## src/rtl/core/mstb_pkg.sv

```systemverilog
// package for the millisecond timebase: constants, codes and beat structs
// used by every module of the block; depends on nothing
`timescale 1ns / 1ps

package mstb_pkg;

	localparam int TICKS_PER_SECOND = 1000;
	localparam int LED_GAP_TICKS    = 62;
	localparam int MS_W             = 10;
	localparam int GAP_W            = 6;

	localparam logic [MS_W-1:0]  TICKS_LIMIT = MS_W'(TICKS_PER_SECOND);
	localparam logic [GAP_W-1:0] GAP_RELOAD  = GAP_W'(LED_GAP_TICKS);

	localparam logic [15:0] MASK_START = 16'h8000;
	localparam logic [15:0] MARK_FIRST = 16'hF000;
	localparam logic [15:0] MARK_REST  = 16'h8000;

	localparam logic [5:0] SEC_LAST  = 6'd59;
	localparam logic [5:0] MIN_LAST  = 6'd59;
	localparam logic [4:0] HOUR_LAST = 5'd23;

	localparam logic [1:0] FUNC_TICK = 2'd0;
	localparam logic [1:0] FUNC_LOAD = 2'd1;
	localparam logic [1:0] FUNC_FIX  = 2'd2;
	localparam logic [1:0] FUNC_ARM  = 2'd3;

	localparam int ADDR_W = 5;

	localparam logic [2:0] REG_PAT_ONE   = 3'd0;
	localparam logic [2:0] REG_PAT_TWO   = 3'd1;
	localparam logic [2:0] REG_PAT_THREE = 3'd2;
	localparam logic [2:0] REG_PAT_FOUR  = 3'd3;
	localparam logic [2:0] REG_MUX_MODE  = 3'd4;

	typedef struct packed {
		logic [1:0]  func;
		logic [5:0]  set_sec;
		logic [5:0]  set_min;
		logic [4:0]  set_hour;
		logic [4:0]  set_day;
		logic [3:0]  set_month;
		logic [5:0]  set_year;
		logic [15:0] online_seconds;
	} in_t;

	typedef struct packed {
		logic [3:0]  led_lines;
		logic        second_pulse;
		logic [15:0] tick_count;
		logic [15:0] seconds_count;
		logic [5:0]  clock_sec;
		logic [5:0]  clock_min;
		logic [4:0]  clock_hour;
		logic [4:0]  clock_day;
		logic [3:0]  clock_month;
		logic [5:0]  clock_year;
		logic        online_flag;
	} out_t;

	typedef struct packed {
		logic [15:0] pat_one;
		logic [15:0] pat_two;
		logic [15:0] pat_three;
		logic [15:0] pat_four;
		logic        mux_mode;
	} cfg_t;

	typedef struct packed {
		logic tick_fire;
		logic second;
	} step_t;

	typedef struct packed {
		logic [15:0] tick_count;
		logic [15:0] seconds_count;
		logic [5:0]  sec;
		logic [5:0]  min;
		logic [4:0]  hour;
		logic [4:0]  day;
		logic [3:0]  month;
		logic [5:0]  year;
		logic        online;
	} tod_t;

endpackage

```

## src/rtl/core/mstb_cfg.sv

```systemverilog
// configuration register file with apb-style access
// depends on mstb_pkg
`timescale 1ns / 1ps

module mstb_cfg (
	input  logic                      clk,
	input  logic                      arst_n,
	input  logic                      psel,
	input  logic                      penable,
	input  logic                      pwrite,
	input  logic [mstb_pkg::ADDR_W-1:0] paddr,
	input  logic [31:0]               pwdata,
	output logic [31:0]               prdata,
	output logic                      pready,
	output mstb_pkg::cfg_t            cfg
);

	mstb_pkg::cfg_t cfg_q;
	logic           wr_en;
	logic [2:0]     reg_idx;

	assign pready  = 1'b1;
	assign wr_en   = psel && penable && pwrite;
	assign reg_idx = paddr[4:2];
	assign cfg     = cfg_q;

	always_ff @(posedge clk or negedge arst_n) begin
		if (!arst_n) begin
			cfg_q <= '0;
		end else if (wr_en) begin
			case (reg_idx)
				mstb_pkg::REG_PAT_ONE:   cfg_q.pat_one   <= pwdata[15:0];
				mstb_pkg::REG_PAT_TWO:   cfg_q.pat_two   <= pwdata[15:0];
				mstb_pkg::REG_PAT_THREE: cfg_q.pat_three <= pwdata[15:0];
				mstb_pkg::REG_PAT_FOUR:  cfg_q.pat_four  <= pwdata[15:0];
				mstb_pkg::REG_MUX_MODE:  cfg_q.mux_mode  <= pwdata[0];
				default: ;
			endcase
		end
	end

	always_comb begin
		case (reg_idx)
			mstb_pkg::REG_PAT_ONE:   prdata = {16'd0, cfg_q.pat_one};
			mstb_pkg::REG_PAT_TWO:   prdata = {16'd0, cfg_q.pat_two};
			mstb_pkg::REG_PAT_THREE: prdata = {16'd0, cfg_q.pat_three};
			mstb_pkg::REG_PAT_FOUR:  prdata = {16'd0, cfg_q.pat_four};
			mstb_pkg::REG_MUX_MODE:  prdata = {31'd0, cfg_q.mux_mode};
			default:                 prdata = 32'd0;
		endcase
	end

endmodule

```

## src/rtl/core/mstb_clock.sv

```systemverilog
// millisecond and seconds counters, time of day, gps fix skip, online timeout
// depends on mstb_pkg
`timescale 1ns / 1ps

module mstb_clock (
	input  logic                 clk,
	input  logic                 arst_n,
	input  logic                 fire,
	input  mstb_pkg::in_t        item,
	output mstb_pkg::step_t      step,
	output mstb_pkg::tod_t       tod_nxt
);

	logic [mstb_pkg::MS_W-1:0] ms_q, ms_n;
	logic [15:0]               left_q, left_n;
	logic                      fix_q, fix_n;
	mstb_pkg::tod_t            tod_q, tod_n;
	logic                      second;

	always_comb begin
		ms_n   = ms_q;
		left_n = left_q;
		fix_n  = fix_q;
		tod_n  = tod_q;
		second = 1'b0;
		case (item.func)
			mstb_pkg::FUNC_TICK: begin
				tod_n.tick_count = tod_q.tick_count + 16'd1;
				ms_n = ms_q + mstb_pkg::MS_W'(1);
				if (ms_n >= mstb_pkg::TICKS_LIMIT) begin
					second = 1'b1;
					ms_n = '0;
					tod_n.seconds_count = tod_q.seconds_count + 16'd1;
					if (fix_q) begin
						fix_n = 1'b0;
					end else if (tod_q.sec >= mstb_pkg::SEC_LAST) begin
						tod_n.sec = '0;
						if (tod_q.min >= mstb_pkg::MIN_LAST) begin
							tod_n.min = '0;
							if (tod_q.hour >= mstb_pkg::HOUR_LAST) begin
								tod_n.hour = '0;
								tod_n.day  = tod_q.day + 5'd1;
							end else begin
								tod_n.hour = tod_q.hour + 5'd1;
							end
						end else begin
							tod_n.min = tod_q.min + 6'd1;
						end
					end else begin
						tod_n.sec = tod_q.sec + 6'd1;
					end
					if (tod_q.online) begin
						if (left_q != 16'd0) begin
							left_n = left_q - 16'd1;
						end else begin
							tod_n.online = 1'b0;
						end
					end
				end
			end
			mstb_pkg::FUNC_LOAD: begin
				if (item.set_day != tod_q.day) begin
					tod_n.sec   = item.set_sec;
					tod_n.min   = item.set_min;
					tod_n.hour  = item.set_hour;
					tod_n.day   = item.set_day;
					tod_n.month = item.set_month;
					tod_n.year  = item.set_year;
				end
			end
			mstb_pkg::FUNC_FIX: begin
				fix_n = 1'b1;
			end
			mstb_pkg::FUNC_ARM: begin
				left_n       = item.online_seconds;
				tod_n.online = 1'b1;
			end
			default: ;
		endcase
	end

	always_ff @(posedge clk or negedge arst_n) begin
		if (!arst_n) begin
			ms_q   <= '0;
			left_q <= '0;
			fix_q  <= 1'b0;
			tod_q  <= '0;
		end else if (fire) begin
			ms_q   <= ms_n;
			left_q <= left_n;
			fix_q  <= fix_n;
			tod_q  <= tod_n;
		end
	end

	assign step.tick_fire = fire && (item.func == mstb_pkg::FUNC_TICK);
	assign step.second    = fire && second;
	assign tod_nxt        = tod_n;

endmodule

```

## src/rtl/core/mstb_led.sv

```systemverilog
// walking mask led blinker with direct and marker/mux display modes
// depends on mstb_pkg
`timescale 1ns / 1ps

module mstb_led (
	input  logic            clk,
	input  logic            arst_n,
	input  mstb_pkg::step_t step,
	input  mstb_pkg::cfg_t  cfg,
	output logic [3:0]      led_nxt
);

	logic [15:0]                mask_q, mask_n, mask_pre, mask_sh;
	logic [mstb_pkg::GAP_W-1:0] gap_q, gap_n;
	logic [1:0]                 frame_q, frame_n;
	logic [3:0]                 led_q, led_n;
	logic [15:0]                pat_sel, mark;

	always_comb begin
		case (frame_q)
			2'd0:    pat_sel = cfg.pat_one;
			2'd1:    pat_sel = cfg.pat_two;
			2'd2:    pat_sel = cfg.pat_three;
			default: pat_sel = cfg.pat_four;
		endcase
	end

	assign mark     = (frame_q == 2'd0) ? mstb_pkg::MARK_FIRST : mstb_pkg::MARK_REST;
	assign mask_pre = step.second ? mstb_pkg::MASK_START : mask_q;
	assign mask_sh  = mask_pre >> 1;

	always_comb begin
		mask_n  = mask_q;
		gap_n   = gap_q;
		frame_n = frame_q;
		led_n   = led_q;
		if (step.tick_fire) begin
			mask_n = mask_pre;
			if (gap_q != '0) begin
				gap_n = gap_q - mstb_pkg::GAP_W'(1);
			end else if (mask_pre != 16'd0) begin
				if (cfg.mux_mode) begin
					led_n = {2'b00, |(mask_pre & pat_sel), |(mask_pre & mark)};
				end else begin
					led_n = {|(mask_pre & cfg.pat_four), |(mask_pre & cfg.pat_three),
					         |(mask_pre & cfg.pat_two), |(mask_pre & cfg.pat_one)};
				end
				mask_n = mask_sh;
				if (mask_sh != 16'd0) begin
					gap_n = mstb_pkg::GAP_RELOAD;
				end else if (cfg.mux_mode) begin
					frame_n = frame_q + 2'd1;
				end
			end
		end
	end

	always_ff @(posedge clk or negedge arst_n) begin
		if (!arst_n) begin
			mask_q  <= '0;
			gap_q   <= '0;
			frame_q <= '0;
			led_q   <= '0;
		end else begin
			mask_q  <= mask_n;
			gap_q   <= gap_n;
			frame_q <= frame_n;
			led_q   <= led_n;
		end
	end

	assign led_nxt = led_n;

endmodule

```

## src/rtl/core/ms_timebase_clock_led_blinker_unit.sv

```systemverilog
// Millisecond timebase with time-of-day clock, online timeout and LED blinker.
// One item is accepted every clock cycle while in_stall is low; it waits in the input
// register and moves to the result register once that register is empty or its beat
// is not stalled, and its result beat is then offered from the result register.
// A stalled result holds the next item in the input register, which stalls input.
// All counter and LED state updates as the item leaves the input register.
// Every item gives exactly one result beat showing the state after that item.
// Configuration registers sit at byte addresses 0, 4, 8, 12, 16.
// depends on mstb_pkg, mstb_cfg, mstb_clock, mstb_led
`timescale 1ns / 1ps

module ms_timebase_clock_led_blinker_unit (
	input  logic                        clk,
	input  logic                        arst_n,
	input  logic                        in_valid,
	output logic                        in_stall,
	input  mstb_pkg::in_t               in_data,
	output logic                        out_valid,
	input  logic                        out_stall,
	output mstb_pkg::out_t              out_data,
	input  logic                        psel,
	input  logic                        penable,
	input  logic                        pwrite,
	input  logic [mstb_pkg::ADDR_W-1:0] paddr,
	input  logic [31:0]                 pwdata,
	output logic [31:0]                 prdata,
	output logic                        pready
);

	logic            valid_s1;
	mstb_pkg::in_t   item_s1;
	logic            out_valid_q;
	mstb_pkg::out_t  out_data_q;
	logic            fire;
	mstb_pkg::cfg_t  cfg;
	mstb_pkg::step_t step;
	mstb_pkg::tod_t  tod_nxt;
	logic [3:0]      led_nxt;

	assign fire     = valid_s1 && (!out_valid_q || !out_stall);
	assign in_stall = valid_s1 && !fire;

	mstb_cfg u_cfg (
		.clk     (clk),
		.arst_n  (arst_n),
		.psel    (psel),
		.penable (penable),
		.pwrite  (pwrite),
		.paddr   (paddr),
		.pwdata  (pwdata),
		.prdata  (prdata),
		.pready  (pready),
		.cfg     (cfg)
	);

	mstb_clock u_clock (
		.clk     (clk),
		.arst_n  (arst_n),
		.fire    (fire),
		.item    (item_s1),
		.step    (step),
		.tod_nxt (tod_nxt)
	);

	mstb_led u_led (
		.clk     (clk),
		.arst_n  (arst_n),
		.step    (step),
		.cfg     (cfg),
		.led_nxt (led_nxt)
	);

	always_ff @(posedge clk or negedge arst_n) begin
		if (!arst_n) begin
			valid_s1 <= 1'b0;
		end else if (!in_stall) begin
			valid_s1 <= in_valid;
		end
	end

	always_ff @(posedge clk) begin
		if (in_valid && !in_stall) begin
			item_s1 <= in_data;
		end
	end

	always_ff @(posedge clk or negedge arst_n) begin
		if (!arst_n) begin
			out_valid_q <= 1'b0;
		end else if (fire) begin
			out_valid_q <= 1'b1;
		end else if (!out_stall) begin
			out_valid_q <= 1'b0;
		end
	end

	always_ff @(posedge clk) begin
		if (fire) begin
			out_data_q.led_lines     <= led_nxt;
			out_data_q.second_pulse  <= step.second;
			out_data_q.tick_count    <= tod_nxt.tick_count;
			out_data_q.seconds_count <= tod_nxt.seconds_count;
			out_data_q.clock_sec     <= tod_nxt.sec;
			out_data_q.clock_min     <= tod_nxt.min;
			out_data_q.clock_hour    <= tod_nxt.hour;
			out_data_q.clock_day     <= tod_nxt.day;
			out_data_q.clock_month   <= tod_nxt.month;
			out_data_q.clock_year    <= tod_nxt.year;
			out_data_q.online_flag   <= tod_nxt.online;
		end
	end

	assign out_valid = out_valid_q;
	assign out_data  = out_data_q;

`ifndef SYNTHESIS
	// stall only with a beat held in the input register
	assert property (@(posedge clk) disable iff (!arst_n) in_stall |-> valid_s1)
		else $error("input stalled with empty input register");

	// a moved beat always lands in the result register
	assert property (@(posedge clk) disable iff (!arst_n) fire |=> out_valid_q)
		else $error("result beat lost");

	// second boundary shows up as second_pulse on the matching result beat
	assert property (@(posedge clk) disable iff (!arst_n)
		step.second |=> out_data_q.second_pulse)
		else $error("second pulse missing from result");

	// second boundary only on a tick
	assert property (@(posedge clk) disable iff (!arst_n)
		step.second |-> step.tick_fire)
		else $error("second boundary without tick");
`endif

endmodule
```

## config.mk

```make
export PLATFORM = sky130hd
export DESIGN_NAME = ms_timebase_clock_led_blinker_unit
export DESIGN_NICKNAME = d
export VERILOG_FILES = /design/src/rtl/core/mstb_pkg.sv /design/src/rtl/core/mstb_cfg.sv /design/src/rtl/core/mstb_clock.sv /design/src/rtl/core/mstb_led.sv /design/src/rtl/core/ms_timebase_clock_led_blinker_unit.sv
export SDC_FILE = /design/constraint.sdc
export NUM_CORES = 1
export LEC_CHECK = 0
export BUFFER_PORTS_ARGS = -buffer_cell sky130_fd_sc_hd__buf_4
export CAP_MARGIN = 20
export CORE_MARGIN = 4
export CORE_UTILIZATION = 30
export CTS_CLUSTER_DIAMETER = 150
export CTS_CLUSTER_SIZE = 10
export DETAILED_ROUTE_END_ITERATION = 8
export GPL_ROUTABILITY_DRIVEN = 0
export PLACE_DENSITY = 0.46
export SKIP_CTS_REPAIR_TIMING = 1
export SLEW_MARGIN = 10
export SYNTH_ARGS = -nofsm -noshare
export SYNTH_HDL_FRONTEND = slang
export SYNTH_SLANG_ARGS = --single-unit
export TNS_END_PERCENT = 5
```

## constraint.sdc

```tcl
create_clock -name clk -period 8.13 [get_ports clk]
set_input_delay 0.813 -clock clk [delete_from_list [all_inputs] [get_ports clk]]
set_output_delay 0.813 -clock clk [all_outputs]
set_load 0.05 [all_outputs]
```

==> results by group, run 1 <==
Status
  – Status: complete, no violations

Logic synthesis
  – Synth Instances: ~1.3k
  – Mapped Area: around 15000 sq um
  – Post-synth top cells: 187 x dfrtp_1, 120 x edfxtp_1, 120 x nand2_1
  – FF+latch count, synth: 307
  – Asr flop ratio synth: a little over 60%
  – Post-synth cell types: 83
  – Yosys top cell by area: dfrtp_1
  – Register area share after synthesis: a little over half
  – Synth warn: 0
  – EDFF count, synth: between 100 and 150
  – Ys flop type: dfrtp_1
  – Top cells by area, synth: dfrtp_1 31%, edfxtp_1 24%, mux2_2 5.2%
  – Count leader, synth: dfrtp_1
  – Syn_area_per_cell: approximately 11 sq um
  – Share of the synthesized area in the top cell type: 30.67%

Route
  – Vias per cell: between 5 and 6
  – Drc violations: 0
  – Initial DRC count: about 1.1k
  – Final wirelength: approximately 42000 um
  – Antenna Violating Nets Remaining: 0
  – DR WL/cell: between 15 and 20 um
  – Vias: about 11k
  – Pre-antenna DRT Iters: 6

GRT
  – Largest net degree at the start of global routing: 92
  – All-Layer GR Usage: between 10% and 20%
  – GR Overflow Total: 0
  – Vias in the first global route: 11.03k
  – First-pass GRT wire length: approximately 65000 um
  – Initial antenna violation count: 1

Floorplan
  – IO Pins: between 150 and 200
  – Core area: 50170 sq um
  – Die width: 233.5 um
  – DIE AREA: ~55000 sq um
  – Num rows: 82
  – Initial core utilization: between 30% and 40%
  – Die Span Y: about 230 um

Timing
  – Worst setup margin: between 4 and 5 ns
  – RSZ-0062 raised after global routing: false
  – Final Setup Violations: 0
  – Slew headroom: 25.66%
  – Max Transition Viols Final: 0
  – Period utilisation layout: between 40 and 50%
  – Max Clock Freq: approximately 260 MHz
  – Setup TNS Final: 0 ns
  – Worst Skew: 0.02946 ns
  – Tightest Pin Transition: 1.114 ns
  – Hold Violations, Final: 0
  – Final Critical Period: ~3.8 ns

Power and ir drop
  – Worst VDD drop: 0.1332 mV
  – P per Cell Area: ~250 nW/um^2
  – Total Power: 0.004563 W
  – Static Leak: between 7 and 8 nW

Cells and area
  – Nets: between 1.5k and 2k
  – Share of cells above drive strength 1: between 20% and 30%
  – Fillers: 4949
  – Area grow syn2layout: 18.18%
  – Fin area: 18030 sq um
  – # diodes: 0
  – Fin cells: between 2k and 2.5k

Clock tree
  – TritonCTS clock tree: built
  – Later-pin clock latency in the skew report: ~0.55 ns
  – CTS buffer count: 36
  – CTS root buffer: clkbuf_16
  – Clock sinks: around 300
  – Clock tree buffer depth: 3
  – Max H-tree Level: 2
  – Worst-path clk slew: 0.06 ns

Worst setup path
  – Reg2Reg Depth: 9
  – Register-to-register setup slack: around 4.3 ns
  – Reg-to-Reg Start: out_valid$_DFFE_PN0P_
  – Crit Path Category: flop to flop
  – Arrival time at the worst endpoint: around 4.2 ns
  – Worst Setup Start Kind: flop
  – R2r endpoint: out_data[68]$_DFFE_PP_
  – Worst-path fanout max: between 50 and 60
  – CP endpoint kind: flop
  – Critical path required time: 8.45 ns

Place
  – Port Buffer Count: roughly 160
  – Placed cell count: roughly 2.1k
  – Placed cell areas: 17010 sq um
  – Post-DP HPWL: approximately 28000 um
  – Setup WS pre-CTS: about 3.7 ns

Worst hold path
  – Hold Crit Class: input port to async pin

Run
  – Maxcap violations: 0
==> cells in the final DEF (no fill, tap or decap), types with 20 or more instances in the layout <==
cell and instances:
mux2_2 71, inv_1 22, a21oi_1 43, a22oi_1 38, o21ai_1 20, and2_1 31
xnor2_1 34, a31oi_1 23, nor3_1 25, o21ai_0 69, clkbuf_16 36, a222oi_1 21
buf_4 174, nand3_1 36, nand2_1 119, dfrtp_1 187, nand4_1 24, edfxtp_1 120
clkbuf_1 20, nor2_1 81, xor2_1 39
==> registers in the layout (all words and copies together), names as in the netlist <==
| register | flops |
|---|---|
| u_clock.left_q | 16 |
| u_led.led_q | 4 |
| u_led.mask_q | 16 |
| item_s1 | 50 |
| u_clock.ms_q | 10 |
| u_led.gap_q | 6 |
| valid_s1 | 1 |
| out_data | 70 |
| out_valid | 1 |
| u_cfg.cfg | 65 |
| u_clock.tod_q | 65 |
| u_clock.fix_q | 1 |
| u_led.frame_q | 2 |
==> how the worst max path moves through the flow <==
stage / cells past startpoint / end / from / slack [ns]
after detailed placement: 10 / out_data[68]$_DFFE_PP_ / out_stall / 3.72
after global placement: 10 / out_data[69]$_DFFE_PP_ / out_stall / 3.75
after global routing: 9 / out_data[68]$_DFFE_PP_ / out_valid$_DFFE_PN0P_ / 3.93
after floorplan: 5 / out_data[0]$_DFFE_PP_ / out_stall / 4.09
final: 9 / out_data[68]$_DFFE_PP_ / out_valid$_DFFE_PN0P_ / 4.30
after CTS: 9 / out_data[68]$_DFFE_PP_ / out_valid$_DFFE_PN0P_ / 4.20
==> layer usage <==
metal / up-vias / wire length, um / GRT usage, %
met5: - / 13 / 0
li1: 5229 / - / -
met1: 5535 / 18880 / 21.22
met4: 2 / 757 / 3.732
met2: 289 / 19780 / 24.28
met3: 50 / 2153 / 2.756
==> layout make-up <==
type	count	area (sq um)	area share, %
inverters	24	92.59	0.5135
repair buffers	176	1335	7.404
multi-input cells	918	6475	35.91
clock inverters	3	30.03	0.1665
flip-flops and latches	307	8283	45.93
clock buffers	56	975.9	5.412
well taps	672	840.8	4.663
==> cells by family (layout without fill, tap and decap cells) <==
group / Yosys count / count (layout) / share of synthesized area (%)
buffers and inverters: 127 / 259 / 3.756
other: 2 / 17 / 0.04922
XOR/XNOR: 73 / 73 / 4.190
AND/OR/NAND/NOR: 396 / 396 / 13.46
AO/OA/AOI/OAI: 317 / 317 / 14.59
adder cells (fa/ha/maj): 19 / 19 / 1.558
flip-flops: 307 / 307 / 54.28
multiplexers: 96 / 96 / 8.110
==> power breakdown <==
part,switching (W),internal (W)
clock,0.000631,0.000823
combinational,0.000571,0.000383
sequential,0.000282,0.00187
==> per-stage QoR <==
stage	hold slack, ns	utilization, %
after global placement	0.4748	33.91
after global routing	0.4014	35.94
after floorplan	0.4410	-
final	0.3356	35.94
after CTS	0.3791	35.91
after detailed placement	0.4775	33.91
==> critical path, stage by stage, from the launching register on <==
cell and delay, ns:
dfrtp_1 0.40, nand2_1 0.10, nand2_2 0.05, buf_4 0.29, inv_4 0.57, nand2_1 0.59, nor4_4 0.72, or2_0 0.37
a22oi_1 0.15, o31ai_1 0.30
No activity file was read; power rests on OpenSTA's default activity.
==> run 2: changes to the inputs <==
clock period = 3.9 ns   (was 8.13 ns; I/O delays follow)
==> run 2 against run 1 <==
Against the previous run:
- the flow now finishes with violations (hold timing)
- die area is the same
- flip-flop and latch count is the same
- sequential share of layout area decreased by 0.58 points
- first-iteration DRC count fell by 2.8%
- global-route usage increased by 0.20 points
==> results by group, run 2 (synthesis results as in run 1) <==
Power and ir drop
  – Total Power: 0.009552 W (+110%)
  – Clock power frac: 31.8% (about the same)
  – Power share of the sequential group: 47.1% (-0.2 points)
  – Internal power: 0.006450 W (+110%)
  – Switching Power: 0.003102 W (+110%)
  – Combinational power share: 21.1% (+0.2 points)
  – Sw Ratio: 32.47% (-0.040 points)
  – Worst VDD drop: 0.2824 mV (+110%)
  – P per Cell Area: 523.0 nW/um^2 (+110%)
  – Static Leak: 7.549 nW (+1.6%)

Place
  – Placed cell areas: 17150 sq um (+0.82%)
  – Placed cell count: 2111 (+0.72%)
  – Port Buffer Count: 163 (unchanged)
  – Post-DP HPWL: 28770 um (+3.2%)

GRT
  – All-Layer GR Usage: 15.32% (+0.20 points)
  – First-pass GRT wire length: 65910 um (+0.76%)
  – Vias in the first global route: 11.37k (+3.0%)
  – Largest net degree at the start of global routing: 133 (+45%)
  – GR Overflow Total: 0 (unchanged)
  – Initial antenna violation count: 2 (+1)

Run
  – Maxcap violations: 0 (unchanged)

Timing
  – Period utilisation layout: 88.14% (+41 points)
  – Setup TNS Final: 0 ns (unchanged)
  – Hold Violations, Final: 64 (+64)
  – Max Clock Freq: 290.9 MHz (+11%)
  – Hold Slack: -0.06215 ns (-0.3978 ns)
  – RSZ-0062 raised after global routing: false
  – Final Critical Period: 3.437 ns (-0.3952 ns)
  – Tightest Pin Transition: 0.9242 ns (-0.1898 ns)
  – Final Setup Violations: 0 (unchanged)
  – Max Transition Viols Final: 0 (unchanged)
  – Slew headroom: 38.39% (+13 points)
  – Worst Skew: 0.03280 ns (+0.003340 ns)

Cells and area
  – Fin area: 18260 sq um (+1.3%)
  – Most common cell after layout, fill and taps aside: dfrtp_1
  – Nets: 1600 (+1.5%)
  – Fillers: 4958 (+0.18%)
  – Fin cells: 2179 (+1.1%)
  – Largest register FFs: 70 (unchanged)
  – # diodes: 0 (unchanged)
  – Commonest non-fill, non-tap cells in the layout: 187 x dfrtp_1, 186 x buf_4, 120 x edfxtp_1
  – Area grow syn2layout: 19.69%
  – Share of cells above drive strength 1: 23.16% (+0.58 points)

Worst setup path
  – Worst Setup Start Kind: flop
  – Worst-path fanout max: 10 (-83%)
  – Reg2Reg Depth: 8 (-1)
  – Crit Path Category: flop to flop
  – Arrival time at the worst endpoint: 3.66 ns (-0.49 ns)
  – CP endpoint kind: flop
  – Reg-to-Reg Start: u_clock.ms_q[0]$_DFFE_PN0P_
  – R2r endpoint: out_data[30]$_DFFE_PP_
  – Critical path required time: 4.12 ns (-4.33 ns)
  – Register-to-register setup slack: 0.46 ns (-3.83 ns)

Clock tree
  – Clock tree buffer depth: 3 (unchanged)
  – Worst-path clk slew: 0.06 ns (about the same)
  – Max H-tree Level: 2 (unchanged)
  – Clock sinks: 307 (unchanged)
  – Later-pin clock latency in the skew report: 0.55 ns (about the same)
  – CTS root buffer: clkbuf_16
  – TritonCTS clock tree: built
  – CTS buffer count: 36 (unchanged)

Floorplan
  – Die width: 233.5 um (unchanged)
  – Initial core utilization: 30.41% (unchanged)
  – Num rows: 82 (unchanged)
  – Core area: 50170 sq um (unchanged)
  – IO Pins: 199 (unchanged)
  – Die Span Y: 233.5 um (unchanged)
  – DIE AREA: 54530 sq um (unchanged)

Route
  – Pre-antenna DRT Iters: 6 (unchanged)
  – Final wirelength: 42110 um (+1.3%)
  – DR WL/cell: 19.32 um (+0.20%)
  – Vias: 11.17k (+0.58%)
  – Vias per cell: 5.126 (-0.49%)
  – Drc violations: 0 (unchanged)
  – Initial DRC count: 1040 (-2.8%)
  – Antenna Violating Nets Remaining: 0 (unchanged)

Status
  – Failing checks: hold timing
  – Status: finished with violations

Worst hold path
  – Hold Crit Class: input port to async pin
[run 2: final cells by class]
cell class                 instances  area (sq um)  share of cell area, %
inverter                          24         92.59                 0.5070
sequential                       307          8283                  45.35
timing repair buffer             200          1560                  8.543
clock buffer                      56         985.9                  5.399
clock inverter                     2         25.02                 0.1370
multi-input combinational        918          6475                  35.45
tap                              672         840.8                  4.604
[run 2: metal layers]
metal	vias to the layer above	routed length, um	global-route usage (%)
met2	277	19690	24.58
met5	-	27	0
met1	5557	19340	21.12
li1	5273	-	-
met4	4	796	4.345
met3	58	2258	3.037
[run 2: power groups by stage]
stage	logic [W]	clock network [W]	registers [W]
2_1_floorplan	0.00127	0	0.00460
3_3_place_gp	0.00200	0	0.00454
3_5_place_dp	0.00202	0	0.00455
4_1_cts	0.00203	0.00318	0.00449
5_1_grt	0.00223	0.00329	0.00457
6_report	0.00202	0.00304	0.00450
[run 2: worst max path at each step]
stage,from,endpoint,slack [ns],depth (start not counted)
floorplan,out_valid$_DFFE_PN0P_,out_data[0]$_DFFE_PP_,0.04,5
global placement,u_clock.ms_q[0]$_DFFE_PN0P_,out_data[41]$_DFFE_PP_,0.58,9
detailed placement,u_clock.ms_q[0]$_DFFE_PN0P_,out_data[68]$_DFFE_PP_,0.52,8
CTS,u_clock.ms_q[0]$_DFFE_PN0P_,out_data[68]$_DFFE_PP_,0.50,8
global route,u_clock.ms_q[0]$_DFFE_PN0P_,out_data[30]$_DFFE_PP_,0.19,8
finish,u_clock.ms_q[0]$_DFFE_PN0P_,out_data[30]$_DFFE_PP_,0.46,8
[run 2: through the flow]
stage,setup slack [ns],utilization (%)
global route,0.1906,36.40
detailed placement,0.5192,34.19
floorplan,0.03578,-
global placement,0.5768,34.13
finish,0.4627,36.40
CTS,0.4951,36.20
[run 2: worst max-delay path, stage by stage, from the launching register on]
cell and delay (ns):
dfrtp_1 0.49, ha_1 0.33, nand4_2 0.27, xor2_1 0.24, o22a_1 0.41, o41ai_2 0.90, nor2_1 0.10, o21ai_0 0.19
o311ai_0 0.17
